[config.mk]
export PLATFORM = sky130hd
export DESIGN_NAME = voxel_ray_traversal_3d_unit
export DESIGN_NICKNAME = d
export VERILOG_FILES = /design/src/design/vrt_pkg.sv /design/src/design/vrt_csr.sv /design/src/design/vrt_ctrl.sv /design/src/design/vrt_datapath.sv /design/src/design/voxel_ray_traversal_3d_unit.sv
export SDC_FILE = /design/constraint.sdc
export NUM_CORES = 2
export LEC_CHECK = 0
export ABC_AREA = 1
export BUFFER_PORTS_ARGS = -buffer_cell sky130_fd_sc_hd__buf_2
export CAP_MARGIN = 0
export CORE_ASPECT_RATIO = 1.2
export CORE_MARGIN = 5
export CORE_UTILIZATION = 55
export DETAILED_ROUTE_END_ITERATION = 10
export GPL_TIMING_DRIVEN = 0
export HOLD_SLACK_MARGIN = 0.05
export MAX_ROUTING_LAYER = met4
export PLACE_DENSITY = 0.72
export SLEW_MARGIN = 10
export SYNTH_ARGS = -nofsm -noshare
export SYNTH_HDL_FRONTEND = slang
export SYNTH_HIERARCHICAL = 1
export SYNTH_SLANG_ARGS = --single-unit
export TNS_END_PERCENT = 5
[constraint.sdc]
create_clock -name clock -period 11.35 [get_ports clock]
set_input_delay 0 -clock clock [delete_from_list [all_inputs] [get_ports clock]]
set_output_delay 0 -clock clock [all_outputs]
set_load 0.005 [all_outputs]
[src/design/vrt_pkg.sv]
// Package of shared types and constants for the voxel ray traversal unit.
package vrt_pkg;

   localparam int unsigned MAX_RESULTS = 46;
   localparam int unsigned CNT_W       = $clog2(MAX_RESULTS);
   localparam int unsigned CELL_W      = 4;
   localparam int unsigned COORD_W     = 7;
   localparam int unsigned POS_W       = 8;
   localparam int unsigned AD_W        = 7;
   localparam int unsigned K_W         = 6;
   localparam int unsigned ODD_W       = K_W + 1;
   localparam int unsigned CROSS_W     = ODD_W + AD_W;
   localparam int unsigned DIST_W      = 12;
   localparam int unsigned STEP_W      = 16;
   localparam int unsigned SIZE_W      = 5;
   localparam int unsigned SQ_W        = 2 * STEP_W;
   localparam int unsigned PROD_W      = DIST_W + SQ_W;
   localparam int unsigned DATA_W      = 32;
   localparam int unsigned ADDR_W      = 4;

   localparam logic [STEP_W-1:0] GRID_STEP_RESET = 16'd256;
   localparam logic [SIZE_W-1:0] SIZE_RESET      = 5'd16;

   typedef enum logic [1:0] {
      REG_GRID_STEP = 2'd0,
      REG_SIZE_X    = 2'd1,
      REG_SIZE_Y    = 2'd2,
      REG_SIZE_Z    = 2'd3
   } reg_index_type;

   typedef enum logic {
      ST_IDLE,
      ST_WALK
   } ctrl_state_type;

   typedef struct packed {
      logic [STEP_W-1:0] grid_step;
      logic [SIZE_W-1:0] size_x;
      logic [SIZE_W-1:0] size_y;
      logic [SIZE_W-1:0] size_z;
   } cfg_type;

   typedef struct packed {
      logic load;
      logic emit;
   } cmd_type;

   typedef struct packed {
      logic last;
   } status_type;

endpackage

[src/design/vrt_csr.sv]
// Configuration register file with its APB-style access port.
module vrt_csr (
   input  logic                        clock,
   input  logic                        reset,
   input  logic                        psel,
   input  logic                        penable,
   input  logic                        pwrite,
   input  logic [vrt_pkg::ADDR_W-1:0]  paddr,
   input  logic [vrt_pkg::DATA_W-1:0]  pwdata,
   output logic [vrt_pkg::DATA_W-1:0]  prdata,
   output logic                        pready,
   output vrt_pkg::cfg_type            cfg
);
   import vrt_pkg::*;

   cfg_type       cfg_ff;
   cfg_type       cfg_in;
   logic          wr_en;
   reg_index_type reg_index;

   assign pready    = 1'b1;
   assign wr_en     = psel && penable && pwrite && pready;
   assign reg_index = reg_index_type'(paddr[ADDR_W-1:2]);
   assign cfg       = cfg_ff;

   always_comb begin
      cfg_in = cfg_ff;
      if (wr_en) begin
         case (reg_index)
            REG_GRID_STEP: cfg_in.grid_step = pwdata[STEP_W-1:0];
            REG_SIZE_X:    cfg_in.size_x    = pwdata[SIZE_W-1:0];
            REG_SIZE_Y:    cfg_in.size_y    = pwdata[SIZE_W-1:0];
            REG_SIZE_Z:    cfg_in.size_z    = pwdata[SIZE_W-1:0];
            default:       cfg_in = cfg_ff;
         endcase
      end
   end

   always_comb begin
      case (reg_index)
         REG_GRID_STEP: prdata = DATA_W'(cfg_ff.grid_step);
         REG_SIZE_X:    prdata = DATA_W'(cfg_ff.size_x);
         REG_SIZE_Y:    prdata = DATA_W'(cfg_ff.size_y);
         REG_SIZE_Z:    prdata = DATA_W'(cfg_ff.size_z);
         default:       prdata = '0;
      endcase
   end

   always_ff @(posedge clock) begin
      if (reset) begin
         cfg_ff.grid_step <= GRID_STEP_RESET;
         cfg_ff.size_x    <= SIZE_RESET;
         cfg_ff.size_y    <= SIZE_RESET;
         cfg_ff.size_z    <= SIZE_RESET;
      end else begin
         cfg_ff <= cfg_in;
      end
   end

endmodule

[src/design/vrt_ctrl.sv]
// Controller state machine that sequences one ray and owns the result valid.
module vrt_ctrl (
   input  logic                  clock,
   input  logic                  reset,
   input  logic                  req_valid,
   output logic                  req_ready,
   output logic                  rsp_valid,
   input  logic                  rsp_ready,
   input  vrt_pkg::status_type   status,
   output vrt_pkg::cmd_type      cmd
);
   import vrt_pkg::*;

   ctrl_state_type state_ff;
   ctrl_state_type state_in;
   logic           rsp_valid_ff;
   logic           rsp_valid_in;
   logic           out_free;

   assign out_free  = !rsp_valid_ff || rsp_ready;
   assign rsp_valid = rsp_valid_ff;

   always_comb begin
      state_in     = state_ff;
      cmd          = '0;
      req_ready    = 1'b0;
      rsp_valid_in = rsp_valid_ff && !rsp_ready;
      case (state_ff)
         ST_IDLE: begin
            req_ready = 1'b1;
            if (req_valid) begin
               cmd.load = 1'b1;
               state_in = ST_WALK;
            end
         end
         ST_WALK: begin
            if (out_free) begin
               cmd.emit     = 1'b1;
               rsp_valid_in = 1'b1;
               if (status.last) begin
                  state_in = ST_IDLE;
               end
            end
         end
         default: state_in = ST_IDLE;
      endcase
   end

   always_ff @(posedge clock) begin
      if (reset) begin
         state_ff     <= ST_IDLE;
         rsp_valid_ff <= 1'b0;
      end else begin
         state_ff     <= state_in;
         rsp_valid_ff <= rsp_valid_in;
      end
   end

endmodule

[src/design/vrt_datapath.sv]
// Datapath that holds the ray state, chooses the step axis and fills the result register.
module vrt_datapath #(
   parameter int unsigned GRID_X = 16,
   parameter int unsigned GRID_Y = 16,
   parameter int unsigned GRID_Z = 16
) (
   input  logic                               clock,
   input  vrt_pkg::cfg_type                   cfg,
   input  vrt_pkg::cmd_type                   cmd,
   output vrt_pkg::status_type                status,
   input  logic signed [vrt_pkg::COORD_W-1:0] req_start_x,
   input  logic signed [vrt_pkg::COORD_W-1:0] req_start_y,
   input  logic signed [vrt_pkg::COORD_W-1:0] req_start_z,
   input  logic signed [vrt_pkg::COORD_W-1:0] req_end_x,
   input  logic signed [vrt_pkg::COORD_W-1:0] req_end_y,
   input  logic signed [vrt_pkg::COORD_W-1:0] req_end_z,
   input  logic [vrt_pkg::STEP_W-1:0]         req_limit_radius,
   output logic [vrt_pkg::CELL_W-1:0]         rsp_cell_x,
   output logic [vrt_pkg::CELL_W-1:0]         rsp_cell_y,
   output logic [vrt_pkg::CELL_W-1:0]         rsp_cell_z,
   output logic                               rsp_last,
   output logic                               rsp_start_error
);
   import vrt_pkg::*;

   localparam logic [SIZE_W-1:0] CAP_X = SIZE_W'(GRID_X);
   localparam logic [SIZE_W-1:0] CAP_Y = SIZE_W'(GRID_Y);
   localparam logic [SIZE_W-1:0] CAP_Z = SIZE_W'(GRID_Z);

   // Ray state.
   logic signed [POS_W-1:0] cur_ff [3];
   logic signed [POS_W-1:0] end_ff [3];
   logic [AD_W-1:0]         ad_ff [3];
   logic                    dir_neg_ff [3];
   logic [K_W-1:0]          k_ff [3];
   logic [DIST_W-1:0]       dist2_ff;
   logic [CNT_W-1:0]        cnt_ff;
   logic [SQ_W-1:0]         r2_ff;
   logic [SQ_W-1:0]         g2_ff;
   logic                    rad_zero_ff;
   logic                    err_ff;
   logic                    eq_ff;

   // Result register.
   logic [CELL_W-1:0]       cell_ff [3];
   logic                    last_ff;
   logic                    start_error_ff;

   logic [SIZE_W-1:0]       size_cap [3];
   logic signed [POS_W-1:0] start_pos [3];
   logic signed [POS_W-1:0] end_pos [3];
   logic signed [POS_W-1:0] delta [3];
   logic [AD_W-1:0]         ad_in [3];
   logic [2:0]              start_bad;
   logic [2:0]              start_eq;
   logic                    e01;
   logic                    e02;
   logic                    e12;
   logic [2:0]              sel;
   logic signed [POS_W-1:0] step_pos [3];
   logic signed [POS_W-1:0] next_pos [3];
   logic [K_W-1:0]          next_k [3];
   logic [ODD_W-1:0]        odd_sel;
   logic [DIST_W-1:0]       next_dist2;
   logic [2:0]              next_eq;
   logic [2:0]              next_bad;
   logic [PROD_W-1:0]       radius_prod;
   logic                    radius_hit;
   logic                    cap_hit;

   // The next face crossing of axis i comes strictly before that of axis j.
   function automatic logic earlier(input logic [AD_W-1:0] ad_i, input logic [AD_W-1:0] ad_j,
                                    input logic [K_W-1:0] k_i, input logic [K_W-1:0] k_j);
      logic [CROSS_W-1:0] lhs;
      logic [CROSS_W-1:0] rhs;
      lhs = CROSS_W'({k_i, 1'b1}) * CROSS_W'(ad_j);
      rhs = CROSS_W'({k_j, 1'b1}) * CROSS_W'(ad_i);
      if (ad_i == '0) begin
         earlier = 1'b0;
      end else if (ad_j == '0) begin
         earlier = 1'b1;
      end else begin
         earlier = lhs < rhs;
      end
   endfunction

   always_comb begin
      size_cap[0] = (cfg.size_x < CAP_X) ? cfg.size_x : CAP_X;
      size_cap[1] = (cfg.size_y < CAP_Y) ? cfg.size_y : CAP_Y;
      size_cap[2] = (cfg.size_z < CAP_Z) ? cfg.size_z : CAP_Z;
      start_pos[0] = {req_start_x[COORD_W-1], req_start_x};
      start_pos[1] = {req_start_y[COORD_W-1], req_start_y};
      start_pos[2] = {req_start_z[COORD_W-1], req_start_z};
      end_pos[0]   = {req_end_x[COORD_W-1], req_end_x};
      end_pos[1]   = {req_end_y[COORD_W-1], req_end_y};
      end_pos[2]   = {req_end_z[COORD_W-1], req_end_z};
      for (int i = 0; i < 3; i++) begin
         delta[i]     = end_pos[i] - start_pos[i];
         ad_in[i]     = delta[i][POS_W-1] ? AD_W'(-delta[i]) : AD_W'(delta[i]);
         start_bad[i] = start_pos[i][POS_W-1] ||
                        (start_pos[i] >= $signed({3'b000, size_cap[i]}));
         start_eq[i]  = start_pos[i] == end_pos[i];
      end
   end

   always_comb begin
      e01 = earlier(ad_ff[0], ad_ff[1], k_ff[0], k_ff[1]);
      e02 = earlier(ad_ff[0], ad_ff[2], k_ff[0], k_ff[2]);
      e12 = earlier(ad_ff[1], ad_ff[2], k_ff[1], k_ff[2]);
      sel[0] = e01 && e02;
      sel[1] = !e01 && e12;
      sel[2] = e01 ? !e02 : !e12;
      odd_sel = '0;
      for (int i = 0; i < 3; i++) begin
         if (ad_ff[i] == '0) begin
            step_pos[i] = '0;
         end else if (dir_neg_ff[i]) begin
            step_pos[i] = -POS_W'(1);
         end else begin
            step_pos[i] = POS_W'(1);
         end
         next_pos[i] = sel[i] ? (cur_ff[i] + step_pos[i]) : cur_ff[i];
         next_k[i]   = sel[i] ? (k_ff[i] + K_W'(1)) : k_ff[i];
         if (sel[i]) begin
            odd_sel = {k_ff[i], 1'b1};
         end
         next_eq[i]  = next_pos[i] == end_ff[i];
         next_bad[i] = next_pos[i][POS_W-1] ||
                       (next_pos[i] >= $signed({3'b000, size_cap[i]}));
      end
      next_dist2  = dist2_ff + DIST_W'(odd_sel);
      radius_prod = PROD_W'(dist2_ff) * PROD_W'(g2_ff);
      radius_hit  = !rad_zero_ff && (radius_prod > PROD_W'(r2_ff));
      cap_hit     = cnt_ff == CNT_W'(MAX_RESULTS - 1);
      status.last = err_ff || eq_ff || radius_hit || cap_hit || (&next_eq) || (|next_bad);
   end

   always_ff @(posedge clock) begin
      if (cmd.load) begin
         for (int i = 0; i < 3; i++) begin
            cur_ff[i]     <= start_pos[i];
            end_ff[i]     <= end_pos[i];
            ad_ff[i]      <= ad_in[i];
            dir_neg_ff[i] <= delta[i][POS_W-1];
            k_ff[i]       <= '0;
         end
         dist2_ff    <= '0;
         cnt_ff      <= '0;
         r2_ff       <= SQ_W'(req_limit_radius) * SQ_W'(req_limit_radius);
         g2_ff       <= SQ_W'(cfg.grid_step) * SQ_W'(cfg.grid_step);
         rad_zero_ff <= req_limit_radius == '0;
         err_ff      <= |start_bad;
         eq_ff       <= &start_eq;
      end
      if (cmd.emit) begin
         for (int i = 0; i < 3; i++) begin
            cell_ff[i] <= err_ff ? '0 : cur_ff[i][CELL_W-1:0];
         end
         last_ff        <= status.last;
         start_error_ff <= err_ff;
         if (!status.last) begin
            for (int i = 0; i < 3; i++) begin
               cur_ff[i] <= next_pos[i];
               k_ff[i]   <= next_k[i];
            end
            dist2_ff <= next_dist2;
            cnt_ff   <= cnt_ff + CNT_W'(1);
         end
      end
   end

   assign rsp_cell_x      = cell_ff[0];
   assign rsp_cell_y      = cell_ff[1];
   assign rsp_cell_z      = cell_ff[2];
   assign rsp_last        = last_ff;
   assign rsp_start_error = start_error_ff;

endmodule

[src/design/voxel_ray_traversal_3d_unit.sv]
// Top level of the 3D voxel ray traversal unit.
// An accepted item loads the ray state and moves the controller to its walk state; the first result
// is registered into the result register once the output is free. A ray then yields one cell per cycle while
// results are taken, up to 46 results per ray, and no new item is taken until its last result has been emitted.
// Reset returns the controller to idle, drops the result valid and loads the register defaults.
module voxel_ray_traversal_3d_unit #(
   parameter int unsigned GRID_X = 16,
   parameter int unsigned GRID_Y = 16,
   parameter int unsigned GRID_Z = 16
) (
   input  logic                               clock,
   input  logic                               reset,
   input  logic                               req_valid,
   output logic                               req_ready,
   input  logic signed [vrt_pkg::COORD_W-1:0] req_start_x,
   input  logic signed [vrt_pkg::COORD_W-1:0] req_start_y,
   input  logic signed [vrt_pkg::COORD_W-1:0] req_start_z,
   input  logic signed [vrt_pkg::COORD_W-1:0] req_end_x,
   input  logic signed [vrt_pkg::COORD_W-1:0] req_end_y,
   input  logic signed [vrt_pkg::COORD_W-1:0] req_end_z,
   input  logic [vrt_pkg::STEP_W-1:0]         req_limit_radius,
   output logic                               rsp_valid,
   input  logic                               rsp_ready,
   output logic [vrt_pkg::CELL_W-1:0]         rsp_cell_x,
   output logic [vrt_pkg::CELL_W-1:0]         rsp_cell_y,
   output logic [vrt_pkg::CELL_W-1:0]         rsp_cell_z,
   output logic                               rsp_last,
   output logic                               rsp_start_error,
   input  logic                               psel,
   input  logic                               penable,
   input  logic                               pwrite,
   input  logic [vrt_pkg::ADDR_W-1:0]         paddr,
   input  logic [vrt_pkg::DATA_W-1:0]         pwdata,
   output logic [vrt_pkg::DATA_W-1:0]         prdata,
   output logic                               pready
);
   import vrt_pkg::*;

   cfg_type    cfg;
   cmd_type    cmd;
   status_type status;

   vrt_csr u_csr (
      .clock   (clock),
      .reset   (reset),
      .psel    (psel),
      .penable (penable),
      .pwrite  (pwrite),
      .paddr   (paddr),
      .pwdata  (pwdata),
      .prdata  (prdata),
      .pready  (pready),
      .cfg     (cfg)
   );

   vrt_ctrl u_ctrl (
      .clock     (clock),
      .reset     (reset),
      .req_valid (req_valid),
      .req_ready (req_ready),
      .rsp_valid (rsp_valid),
      .rsp_ready (rsp_ready),
      .status    (status),
      .cmd       (cmd)
   );

   vrt_datapath #(
      .GRID_X (GRID_X),
      .GRID_Y (GRID_Y),
      .GRID_Z (GRID_Z)
   ) u_datapath (
      .clock            (clock),
      .cfg              (cfg),
      .cmd              (cmd),
      .status           (status),
      .req_start_x      (req_start_x),
      .req_start_y      (req_start_y),
      .req_start_z      (req_start_z),
      .req_end_x        (req_end_x),
      .req_end_y        (req_end_y),
      .req_end_z        (req_end_z),
      .req_limit_radius (req_limit_radius),
      .rsp_cell_x       (rsp_cell_x),
      .rsp_cell_y       (rsp_cell_y),
      .rsp_cell_z       (rsp_cell_z),
      .rsp_last         (rsp_last),
      .rsp_start_error  (rsp_start_error)
   );

`ifndef NO_ASSERTIONS
   a_error_item_alone: assert property (@(posedge clock) disable iff (reset)
      rsp_valid && rsp_start_error |->
         rsp_last && rsp_cell_x == '0 && rsp_cell_y == '0 && rsp_cell_z == '0)
      else $error("Error item is not a lone zero item with last set.");

   a_busy_after_accept: assert property (@(posedge clock) disable iff (reset)
      req_valid && req_ready |=> !req_ready)
      else $error("A new item was offered ready straight after acceptance.");

   a_result_while_walking: assert property (@(posedge clock) disable iff (reset)
      $rose(rsp_valid) |-> !$past(req_ready))
      else $error("A result appeared without a ray in progress.");
`endif

endmodule
==> impl_metrics.toml <==
[setup_path]
cpMostUsedCell = "nand2_1"
critPathMaxFanout = 10
crit_slowest_cell = "clkbuf_1"
r2r-end = "u_ctrl/state_ff"
worst_setup_path_start_kind = "flop"
reg2regPathDepth = 54
crit_path_end_kind = "flop"
worstSetupPathType = "flop to flop"
ff2ff_setup_slack_ps = 770
cp.arrival_ps = 11110
slowest_delay_ps = 590
crit-reg2reg-launch = "u_datapath/k_ff[0][0]"
cp_data_required_time_ps = 11890

[clock_tree]
cts_buffers = 26
cts_tree = "done"
post_cts_buffers = 0
clock_sinks = 217
path_clk_slew_ps = 60
cts.path.max_buffers = 3
clk_latency_ps = 600
htree_levels = 1
cts_root_buffer = "clkbuf_16"

[routing]
first_pass_iters = 6
vias = 41532
drt_iter0_drc = 2454
drtAntennaViolNets = 0
route.detailed.drc = 0
totalWireLength_um = 134000
vias_per_cell = 5.15
wl_per_cell_um = 16.6

[die]
start_util_pct = 55.1
fp.coreArea_mm2 = 0.0919
rows = 122
dieArea_mm2 = 0.0983
die_y_um = 342
ios = 150
die_w_um = 287

[timing]
fin_crit_sh_pct = 93.2
finalSetupViolCount = 0
worst_slew_pin_slew_ps = 933
fin_skew_ps = 36.9
slew_headroom_pct = 37.8
fmax_mhz = 94.6
rsz0062_at_grt = "false"
fin_crit_ps = 10580
drv_slew = 0
setup_ws_ps = 775
fin_hold_ws_ps = 136
hold_violations = 0

[synthesis]
synth_cells = 6550
yosys.area.top_type = "fa_1"
yosysSeqAreaShare_pct = 11.9
synthFlopType = "edfxtp_1"
synth_edf_count = 166
synth-seq-cells = 217
async_reset_ff_share_pct = 0
synth_top_cell_area_share_pct = 30.5
avgSynthCellArea_um2 = 7.73
synth_area_mm2 = 0.0507
synth_cell_types = 52
synthTopCellsByArea = "fa_1, ha_1, inv_1"
synth_commonest_cells = "inv_1, nand2_1, fa_1"
yosysMostFrequentCell = "inv_1"
ys.warnings.count = 6

[layout]
drive_above_1_share_pct = 3.48
instances_no_fill = 8060
multi_input_area_mm2 = 0.0368
ff_latch_area_mm2 = 0.00601
final_util_pct = 59.5
area_growth_pct = 7.96
fillers = 8445
nets = 8299

[global_routing]
antenna_found_initial = 4
gr-total-overflow = 0
grt_pass1_vias = 43711
track_usage_pct = 28.6
grt_pass1_wl_um = 220000
grt_max_degree = 32

[pwr]
powerDensity_mw_per_mm2 = 180
p_leak_nw = 32.1
finalPower_w = 0.00984
ir_drop_mv = 0.202

[job]
cap_violations = 0

[placement]
place_congestion = 0.968
dp.cells = 7917
dp_slack_ps = 213
dp.final_hpwl_um = 114000
port-buffer-count = 103

[worst_hold_path]
min_to = "u_datapath/end_ff[0][16]"
min_path_type = "primary input to flop"
hold_start = "req_end_z[0]"
min_delay_path_depth = 2

[status]
status = "finished, final reports clean"
-- worst max-delay path by stage --
stage                     startpoint                     end  slack, ps
2_1_floorplan  u_datapath/k_ff[0][2]   u_datapath/k_ff[0][0]       2790
3_3_place_gp         u_ctrl/state_ff   u_datapath/k_ff[0][7]      -2040
3_5_place_dp   u_datapath/k_ff[0][0]  u_datapath/k_ff[0][10]        210
4_1_cts        u_datapath/k_ff[0][0]  u_datapath/k_ff[0][10]        200
5_1_grt        u_datapath/k_ff[0][0]         u_ctrl/state_ff        170
6_report       u_datapath/k_ff[0][0]         u_ctrl/state_ff        770
-- repair_timing --
item	in CTS	in global routing
hold endpoints to repair	101	0
endpoints found under the setup margin	0	18
resized for setup	0	1
hold buffers	93	0
-- logic make-up after synthesis --
group,Yosys count,synth area share (%)
adder cells (fa/ha/maj),1400,46.0
AND/OR/NAND/NOR,2205,17.6
other,4,0.0296
XOR/XNOR,221,3.82
buffers and inverters,2071,15.7
AO/OA/AOI/OAI,432,4.94
flip-flops,217,11.9
-- placed cells by master, fill, tap and decap left out, drive strengths merged --
master       netlist  final
a2111oi            3      3
a211oi             5      5
a21boi             6      6
a21o              15     15
a21oi            228    228
a31o               1      1
a31oi             15     15
and2               3      3
buf               54    161
clkbuf           186    223
clkinv             2     11
conb               4     24
dfxtp             51     51
diode              0      2
dlygate4sd3        0     93
edfxtp           166    166
fa               773    773
ha               627    627
inv             1829   1831
nand2           1612   1612
nand2b             1      1
nand3            191    191
nand3b            22     22
nand4             61     61
nor2             273    273
nor3              26     26
nor4              11     11
o2111a             1      1
o211ai             8      8
o21a              10     10
o21ai            101    101
o21bai            32     32
o221ai             2      2
o311ai             1      1
o31ai              4      4
or2                5      5
xnor2             66     66
xor2             155    155
-- report_power, final --
part / switching (W) / internal (W) / total (W)
logic: 0.00494 / 0.00287 / 0.00781
registers: 0.0000718 / 0.00112 / 0.00119
clock network: 0.000372 / 0.000467 / 0.000839
total: 0.00539 / 0.00445 / 0.00984
-- area by class of cell --
| type | count | share of cell area [%] |
|---|---|---|
| clock inverter | 11 | 0.169 |
| inverter | 1831 | 12.6 |
| buffer | 240 | 1.94 |
| timing repair buffer | 200 | 2.79 |
| tap | 1240 | 2.84 |
| antenna | 2 | 0.00915 |
| sequential | 217 | 11.0 |
| multi-input combinational | 4282 | 67.3 |
| clock buffer | 37 | 1.38 |
-- critical path: cells and delay by family, from the launching register on --
family / cells / cell delay, ps
simple gates: 22 / 2850
buf+inv: 13 / 2700
fa+ha+maj: 7 / 2450
compound gates: 11 / 1870
flops: 1 / 340
xor+xnor: 1 / 280
-- routing by layer --
metal  track usage (%)  part of all wire (%)  routed length [um]
met1              33.6                    39               52400
met2              51.4                    52               69400
met3              2.57                   5.0                6690
met4              10.3                   4.2                5670
met5                 -                     0                   0
-- flip-flops by register name (all words and copies together), names as in the netlist, 3 cells and up --
signal,cells
u_datapath/g2_ff,31
u_datapath/dist2_ff,12
u_datapath/r2_ff,31
u_datapath/k_ff,18
u_csr/cfg,31
u_datapath/cell_ff,12
u_datapath/cnt_ff,6
u_datapath/dir_neg_ff,3
u_datapath/ad_ff,21
u_datapath/end_ff,21
u_datapath/cur_ff,24
-- through the flow --
stage	cell area [um^2]	setup TNS [ps]
floorplan	50700	0
global placement	52800	-81400
detailed placement	52900	0
CTS	54700	0
global route	54700	0
finish	54700	0
Note: power is estimated with default switching activity, not from simulation.
